### src/design/lrmp_pkg.sv
package lrmp_pkg;

  localparam int VAL_BITS = 30;
  localparam logic [VAL_BITS-1:0] MODULUS = 30'd1000000007;

  localparam logic [VAL_BITS-1:0] RST_COEF_PREV      = 30'd1;
  localparam logic [VAL_BITS-1:0] RST_COEF_PREV_PREV = 30'd2;
  localparam logic [VAL_BITS-1:0] RST_FIRST_TERM     = 30'd1;
  localparam logic [VAL_BITS-1:0] RST_SECOND_TERM    = 30'd6;

  localparam logic [1:0] REG_COEF_PREV      = 2'd0;
  localparam logic [1:0] REG_COEF_PREV_PREV = 2'd1;
  localparam logic [1:0] REG_FIRST_TERM     = 2'd2;
  localparam logic [1:0] REG_SECOND_TERM    = 2'd3;

  // Sequencer states.
  typedef enum logic [3:0] {
    ST_IDLE,
    ST_SETUP,
    ST_ISSUE,
    ST_WAIT,
    ST_BIT_DONE,
    ST_DONE
  } state_t;

  // Request to the modular multiply-add unit: (a*b + c*d) mod P.
  typedef struct packed {
    logic                start;
    logic [VAL_BITS-1:0] a;
    logic [VAL_BITS-1:0] b;
    logic [VAL_BITS-1:0] c;
    logic [VAL_BITS-1:0] d;
  } mac_req_t;

  // Reduce a value below 2^30 to below P (one subtract is enough).
  function automatic logic [VAL_BITS-1:0] red(input logic [VAL_BITS-1:0] v);
    logic [VAL_BITS-1:0] r;
    r = (v >= MODULUS) ? v - MODULUS : v;
    return r;
  endfunction

endpackage

### src/design/lrmp_mac.sv
// Bit-serial modular multiply-add: res = (a*b + c*d) mod P.
// Scans the multipliers b and d MSB first, one bit per cycle, with a
// doubling accumulator kept below P.
module lrmp_mac (
  input  logic                         clk,
  input  logic                         rst,
  input  lrmp_pkg::mac_req_t           req,
  output logic                         done,
  output logic [lrmp_pkg::VAL_BITS-1:0] res
);

  localparam int W = lrmp_pkg::VAL_BITS;

  logic [W-1:0]         a_r, c_r, b_sh, d_sh, acc;
  logic [4:0]           cnt;
  logic                 busy;
  logic [W+1:0]         dbl, s1, s2;
  logic [W-1:0]         acc_next;

  // Double, then add a and c as selected by the current bits, reducing each step.
  always_comb begin
    dbl = {2'b00, acc} << 1;
    if (dbl >= {2'b00, lrmp_pkg::MODULUS}) dbl = dbl - {2'b00, lrmp_pkg::MODULUS};
    s1 = dbl + (b_sh[W-1] ? {2'b00, a_r} : '0);
    if (s1 >= {2'b00, lrmp_pkg::MODULUS}) s1 = s1 - {2'b00, lrmp_pkg::MODULUS};
    s2 = s1 + (d_sh[W-1] ? {2'b00, c_r} : '0);
    if (s2 >= {2'b00, lrmp_pkg::MODULUS}) s2 = s2 - {2'b00, lrmp_pkg::MODULUS};
    acc_next = s2[W-1:0];
  end

  always_ff @(posedge clk) begin
    if (rst) begin
      busy <= 1'b0;
      done <= 1'b0;
      cnt  <= '0;
    end else begin
      done <= busy && !req.start && (cnt == '0);
      if (req.start) begin
        busy <= 1'b1;
        cnt  <= 5'(W - 1);
      end else if (busy) begin
        cnt <= cnt - 5'd1;
        if (cnt == '0) busy <= 1'b0;
      end
    end
  end

  // Load operands, then shift the multiplier bits out.
  always_ff @(posedge clk) begin
    if (req.start) begin
      a_r  <= req.a;
      b_sh <= req.b;
      c_r  <= req.c;
      d_sh <= req.d;
      acc  <= '0;
    end else if (busy) begin
      acc  <= acc_next;
      b_sh <= b_sh << 1;
      d_sh <= d_sh << 1;
    end
  end

  assign res = acc;

endmodule

### src/design/linear_recurrence_matrix_power_mod_unit.sv
// Returns term n of f(n) = coef_prev*f(n-1) + coef_prev_prev*f(n-2) mod 1000000007,
// with f(1) = first_term and f(2) = second_term (registers 0..3 of the write port).
// Index 0 gives 0, indexes 1 and 2 give the stored terms via the setup and done
// states after acceptance. Larger indexes raise the companion matrix to n-2 by
// square-and-multiply over INDEX_BITS exponent bits; every modular product runs
// through one bit-serial multiply-add unit. Each exponent bit takes four products
// for the square plus four more when the bit is set, each group of four ending in
// a matrix update, and one final product forms the result word. One item is in
// flight at a time; the result word waits in an output register and the next
// index is taken once it has been delivered.
module linear_recurrence_matrix_power_mod_unit #(
  parameter int INDEX_BITS = 31
) (
  input  logic                           clk,
  input  logic                           rst,
  input  logic                           cfg_we,
  input  logic [1:0]                     cfg_index,
  input  logic [lrmp_pkg::VAL_BITS-1:0]  cfg_data,
  input  logic                           in_valid,
  output logic                           in_ready,
  input  logic [INDEX_BITS-1:0]          index,
  output logic                           out_valid,
  input  logic                           out_ready,
  output logic [lrmp_pkg::VAL_BITS-1:0]  term_value
);

  localparam int W  = lrmp_pkg::VAL_BITS;
  localparam int BW = $clog2(INDEX_BITS + 1);

  lrmp_pkg::state_t state, state_next;

  logic [W-1:0] coef_prev, coef_prev_prev, first_term, second_term;
  logic [INDEX_BITS-1:0] expo;
  logic [BW-1:0]         bit_cnt;
  // Matrices: base b00..b11 and accumulator m00..m11, plus scratch results.
  logic [W-1:0] b00, b01, b10, b11, m00, m01, m10, m11;
  logic [W-1:0] t0, t1, t2, t3;
  logic [3:0]   op;         // product number within a bit step (0..7), 8 = final
  logic         out_full;
  logic [W-1:0] out_r;

  lrmp_pkg::mac_req_t req;
  logic               mac_done;
  logic [W-1:0]       mac_res;

  lrmp_mac u_mac (
    .clk  (clk),
    .rst  (rst),
    .req  (req),
    .done (mac_done),
    .res  (mac_res)
  );

  // Configuration registers.
  always_ff @(posedge clk) begin
    if (rst) begin
      coef_prev      <= lrmp_pkg::RST_COEF_PREV;
      coef_prev_prev <= lrmp_pkg::RST_COEF_PREV_PREV;
      first_term     <= lrmp_pkg::RST_FIRST_TERM;
      second_term    <= lrmp_pkg::RST_SECOND_TERM;
    end else if (cfg_we) begin
      case (cfg_index)
        lrmp_pkg::REG_COEF_PREV:      coef_prev      <= cfg_data;
        lrmp_pkg::REG_COEF_PREV_PREV: coef_prev_prev <= cfg_data;
        lrmp_pkg::REG_FIRST_TERM:     first_term     <= cfg_data;
        lrmp_pkg::REG_SECOND_TERM:    second_term    <= cfg_data;
        default: ;
      endcase
    end
  end

  assign in_ready   = (state == lrmp_pkg::ST_IDLE) && !out_full;
  assign out_valid  = out_full;
  assign term_value = out_r;

  logic bit_set;
  assign bit_set = expo[0];

  // Skip the multiply products when the exponent bit is clear.
  logic [3:0] op_eff;
  assign op_eff = (op == 4'd0 && !bit_set) ? 4'd4 : op;

  // Next state and multiply requests.
  always_comb begin
    state_next = state;
    req        = '0;
    case (state)
      lrmp_pkg::ST_IDLE:
        if (in_valid && in_ready) state_next = lrmp_pkg::ST_SETUP;
      lrmp_pkg::ST_SETUP:
        state_next = (expo == '0 || expo == INDEX_BITS'(1) || expo == INDEX_BITS'(2)) ?
                     lrmp_pkg::ST_DONE : lrmp_pkg::ST_ISSUE;
      lrmp_pkg::ST_ISSUE: begin
        req.start = 1'b1;
        case (op_eff)
          // Products for acc*base (only when the bit is set).
          4'd0: begin req.a = m00; req.b = b00; req.c = m01; req.d = b10; end
          4'd1: begin req.a = m00; req.b = b01; req.c = m01; req.d = b11; end
          4'd2: begin req.a = m10; req.b = b00; req.c = m11; req.d = b10; end
          4'd3: begin req.a = m10; req.b = b01; req.c = m11; req.d = b11; end
          // Products for base*base.
          4'd4: begin req.a = b00; req.b = b00; req.c = b01; req.d = b10; end
          4'd5: begin req.a = b00; req.b = b01; req.c = b01; req.d = b11; end
          4'd6: begin req.a = b10; req.b = b00; req.c = b11; req.d = b10; end
          4'd7: begin req.a = b10; req.b = b01; req.c = b11; req.d = b11; end
          default: begin
            req.a = m10; req.b = lrmp_pkg::red(first_term);
            req.c = m11; req.d = lrmp_pkg::red(second_term);
          end
        endcase
        state_next = lrmp_pkg::ST_WAIT;
      end
      lrmp_pkg::ST_WAIT:
        if (mac_done) begin
          if (op == 4'd8) state_next = lrmp_pkg::ST_DONE;
          else if (op == 4'd3 || op == 4'd7) state_next = lrmp_pkg::ST_BIT_DONE;
          else state_next = lrmp_pkg::ST_ISSUE;
        end
      lrmp_pkg::ST_BIT_DONE:
        state_next = lrmp_pkg::ST_ISSUE;
      lrmp_pkg::ST_DONE:
        state_next = lrmp_pkg::ST_IDLE;
      default: state_next = lrmp_pkg::ST_IDLE;
    endcase
  end

  always_ff @(posedge clk) begin
    if (rst) state <= lrmp_pkg::ST_IDLE;
    else     state <= state_next;
  end

  // Datapath sequencing.
  always_ff @(posedge clk) begin
    if (rst) begin
      out_full <= 1'b0;
    end else begin
      if (out_full && out_ready) out_full <= 1'b0;
      case (state)
        lrmp_pkg::ST_IDLE:
          if (in_valid && in_ready) expo <= index;
        lrmp_pkg::ST_SETUP: begin
          b00 <= '0;  b01 <= W'(1);
          b10 <= lrmp_pkg::red(coef_prev_prev);
          b11 <= lrmp_pkg::red(coef_prev);
          m00 <= W'(1); m01 <= '0; m10 <= '0; m11 <= W'(1);
          bit_cnt <= '0;
          if (expo == '0)                  out_r <= '0;
          else if (expo == INDEX_BITS'(1)) out_r <= lrmp_pkg::red(first_term);
          else if (expo == INDEX_BITS'(2)) out_r <= lrmp_pkg::red(second_term);
          expo <= expo - INDEX_BITS'(2);
          op   <= 4'd0;
        end
        lrmp_pkg::ST_ISSUE:
          // Track the product actually issued.
          op <= op_eff;
        lrmp_pkg::ST_WAIT:
          if (mac_done) begin
            case (op)
              4'd0, 4'd4: t0 <= mac_res;
              4'd1, 4'd5: t1 <= mac_res;
              4'd2, 4'd6: t2 <= mac_res;
              4'd3, 4'd7: t3 <= mac_res;
              default:    out_r <= mac_res;
            endcase
            if (op != 4'd3 && op != 4'd7) op <= op + 4'd1;
          end
        lrmp_pkg::ST_BIT_DONE:
          if (op == 4'd3) begin
            m00 <= t0; m01 <= t1; m10 <= t2; m11 <= t3;
            op  <= 4'd4;
          end else begin
            b00 <= t0; b01 <= t1; b10 <= t2; b11 <= t3;
            expo    <= expo >> 1;
            bit_cnt <= bit_cnt + BW'(1);
            op      <= (bit_cnt == BW'(INDEX_BITS - 1)) ? 4'd8 : 4'd0;
          end
        lrmp_pkg::ST_DONE:
          out_full <= 1'b1;
        default: ;
      endcase
    end
  end

  // Output register holds its word until taken.
  assert property (@(posedge clk) disable iff (rst)
    out_valid && !out_ready |=> out_valid && $stable(term_value))
    else $error("result word changed while stalled");

  // No new index while a result is waiting.
  assert property (@(posedge clk) disable iff (rst)
    out_valid |-> !in_ready)
    else $error("input accepted with result pending");

  // Results stay below the modulus.
  assert property (@(posedge clk) disable iff (rst)
    out_valid |-> term_value < lrmp_pkg::MODULUS)
    else $error("result not reduced");

endmodule
### config.mk
export PLATFORM = sky130hd
export DESIGN_NAME = linear_recurrence_matrix_power_mod_unit
export DESIGN_NICKNAME = d
export VERILOG_FILES = /design/src/design/lrmp_pkg.sv /design/src/design/lrmp_mac.sv /design/src/design/linear_recurrence_matrix_power_mod_unit.sv
export SDC_FILE = /design/constraint.sdc
export NUM_CORES = 2
export LEC_CHECK = 0
export ABC_AREA = 1
export BUFFER_PORTS_ARGS = -buffer_cell sky130_fd_sc_hd__buf_2
export CORE_ASPECT_RATIO = 1.2
export CORE_MARGIN = 10
export CORE_UTILIZATION = 55
export CTS_CLUSTER_DIAMETER = 200
export DETAILED_ROUTE_END_ITERATION = 8
export GPL_TIMING_DRIVEN = 1
export PLACE_DENSITY = 0.85
export SLEW_MARGIN = 20
export SYNTH_ARGS = -nofsm -noshare
export SYNTH_HDL_FRONTEND = slang
export SYNTH_SLANG_ARGS = --single-unit
### constraint.sdc
create_clock -name clk -period 8.8 [get_ports clk]
set_clock_uncertainty 0.1 [all_clocks]
set_input_delay 1.76 -clock clk [delete_from_list [all_inputs] [get_ports clk]]
set_output_delay 1.76 -clock clk [all_outputs]
set_load 0.005 [all_outputs]
==> results_dict.tcl <==
set metrics [dict create \
    yosys.cell_types.count 57 \
    synth_edf_count 550 \
    cap_violations 0 \
    numCtsBuffers 72 \
    p_seq_share_pct 25.7 \
    numPortBuffers 99 \
    tightest_slew_ns 1.15 \
    grt_pass1_wl_um 200000 \
    synth_top_cell_area_share_pct 41.1 \
    regMostFlops "expo" \
    cts_tree "done" \
    fin_crit_ns 8.40 \
    ys_ff_latch 711 \
    die-height_um 316 \
    fin_cells 6121 \
    finalPower_mw 18.6 \
    cp-start-kind "register" \
    p_comb_share_pct 57.2 \
    synth_area_leaders "edfxtp_1, nand2_1, dfxtp_1" \
    pwr-share-clk_pct 17.0 \
    synth_ff_type "edfxtp_1" \
    status "complete, no violations" \
    ctsHoldBuffers 0 \
    power_switching_mw 9.05 \
    p_sw_share_pct 48.6 \
    layout-drive-gt1-share_pct 8.93 \
    crit_type "reg2reg" \
    top_level_ports 100 \
    grt_busiest_layer "met2" \
    cts.sinks 711 \
    drc_errors 0 \
    dp_hpwl_um 96500 \
    cts_htree_levels 3 \
    holdCritPathClass "reg2reg" \
    slowest_delay_ns 0.40 \
    ys_warn_count 0 \
    dr_total_vias 36803 \
    tns_ns 0 \
    min_period_over_period_pct 95.5 \
    synth_most_common_cell "nand2_1" \
    clk_pin_slew_worst_paths_ns 0.06 \
    worst-r2r-setup-slack_ns 0.40 \
    use_met2_pct 50.5 \
    synth_area_sq_um 40200 \
    syn_inst 5021 \
    fillers 5983 \
    nets 5276 \
    die_w_um 267 \
    post_dp_cell_area_sq_um 42000 \
    hold_viol_final 0 \
    dr.pass1.iters 6 \
    yosys.area.top_type "edfxtp_1" \
    fmax_mhz 119 \
    crit_path_frequent_cell "nand2_1" \
    synth-async-reset-ratio_pct 0 \
    core_area_sq_um 72300 \
    globalRouteOverflowTotal 0 \
    final_core_util_pct 62.0 \
    routedWlPerCell_um 21.9 \
    place.gp.congestion 1.00 \
    fp-row-count 108 \
    grt_usage_pct 30.8 \
    synth_nets 5170 \
    largest_reg_flops 31 \
    drt-initial-drc-count 5458 \
    detail-route-antenna-nets 0 \
    dp_cells 5982 \
    slowest_stage "ha_1" \
    pwr_density_cell_nw_per_um2 416 \
    root_buffer "clkbuf_16" \
    setup_viol 0 \
    end_kind "register" \
    hold_slack_ns 0.387 \
    holdPathStages 2 \
    use_met3_pct 6.53 \
    crit_fanout 31 \
    intPower_mw 9.56 \
    start_util_pct 55.5 \
    grt_max_degree 179 \
    areaGrowthSynthToFinish_pct 11.6 \
    layout_setup_ws_ns 0.397 \
    antenna_found_initial 1 \
    arrival_ns 8.87 \
    crit_required_ns 9.26 \
    wl_um 134000 \
    leakage_nw 19.7 \
    grt_pass1_vias 34762 \
    post-route-cell-area_sq_um 44800 \
    die-area_sq_um 84300 \
    yosysSeqAreaShare_pct 49.2 \
    clk_latency_ns 0.64 \
    r2r_cells 50 \
    place_ws_ns 0.186 \
    synth.avg_cell_area_sq_um 8.00 \
    timing.final.max_slew_violations 0 \
    peakVddDrop_v 0.000397 \
    ys_top_cells_by_count "nand2_1, inv_1, nor2_1" \
    relSlewSlack_pct 23.2 \
    via_per_inst 6.01 \
    grt_util_met1_pct 38.7 \
    clock_path_buffers 3 \
]
## path summary, 6_finish.rpt
check | start | endpoint
setup / recovery | u_mac.res[5]$_SDFFE_PP0P_ | u_mac.res[5]$_SDFFE_PP0P_
hold / removal | first_term[7]$_SDFFE_PP0P_ | first_term[7]$_SDFFE_PP0P_
setup reg to reg | u_mac.res[5]$_SDFFE_PP0P_ | u_mac.res[5]$_SDFFE_PP0P_
hold reg to reg | first_term[7]$_SDFFE_PP0P_ | first_term[7]$_SDFFE_PP0P_
## layout make-up
| type | count | area, sq um | share of cell area [%] |
|---|---|---|---|
| Inverter | 843 | 3180 | 7.09 |
| Timing Repair Buffer | 210 | 1380 | 3.08 |
| Antenna cell | 1 | 2.50 | 0.00559 |
| Multi-Input combinational cell | 3289 | 16900 | 37.8 |
| Clock buffer | 93 | 2050 | 4.57 |
| Tap cell | 935 | 1170 | 2.61 |
| Clock inverter | 39 | 363 | 0.810 |
| Sequential cell | 711 | 19700 | 44.1 |
## cell families (layout without fill, tap and decap cells)
family	after synthesis	in the layout	synth area share (%)
other	0	1	0
buffers and inverters	1023	1185	9.66
XOR/XNOR	152	152	3.33
adder cells (fa/ha/maj)	81	81	2.56
AND/OR/NAND/NOR	2125	2127	21.7
flip-flops	711	711	49.2
multiplexers	1	1	0.0249
AO/OA/AOI/OAI	928	928	13.6
## per-layer routing
layer	vias up	wire length (um)	part of all wire, %
li1	16831	-	-
met5	-	13	0.0097
met3	469	16600	12
met2	2583	61700	46
met4	2	6930	5.2
met1	16918	48500	36
## power groups by stage
stage	logic (mW)	clock network (mW)	registers, mW
2_1_floorplan	6.71	0	4.80
3_3_place_gp	9.82	0	4.81
3_5_place_dp	9.83	0	4.82
4_1_cts	9.92	3.16	4.77
5_1_grt	11.6	3.29	4.82
6_report	10.7	3.17	4.79
## worst max-delay path, delay by kind of cell, from the launching register on
family,cells,cell delay (ns)
AOI/OAI and AO/OA,2,0.27
xor gates and xnor gates,2,0.52
adders and majority gates,2,0.75
and+or+nand+nor,35,5.09
buffers and inverters,9,1.26
DFF,1,0.32
## placed cells by master, fill, tap and decap left out, types with 17 or more instances in the layout
master        n
nand2_1    1150
inv_1       829
nor2_1      553
edfxtp_1    550
o21ai_0     308
a21oi_1     271
nand3_1     195
dfxtp_1     160
o22ai_1     136
xor2_1      131
buf_4       107
buf_2        99
clkbuf_16    78
ha_1         71
nand4_1      63
a221oi_1     48
nor3_1       45
o211ai_1     32
nor2_2       27
o221ai_1     26
nand2_2      20
nor4_1       18
a31o_2       17
## timing repair
item,4_1_cts,5_1_grt
endpoints found under the setup margin,0,30
setup buffers,0,4
resized for setup,0,65
(Power assumes the default switching activity.)
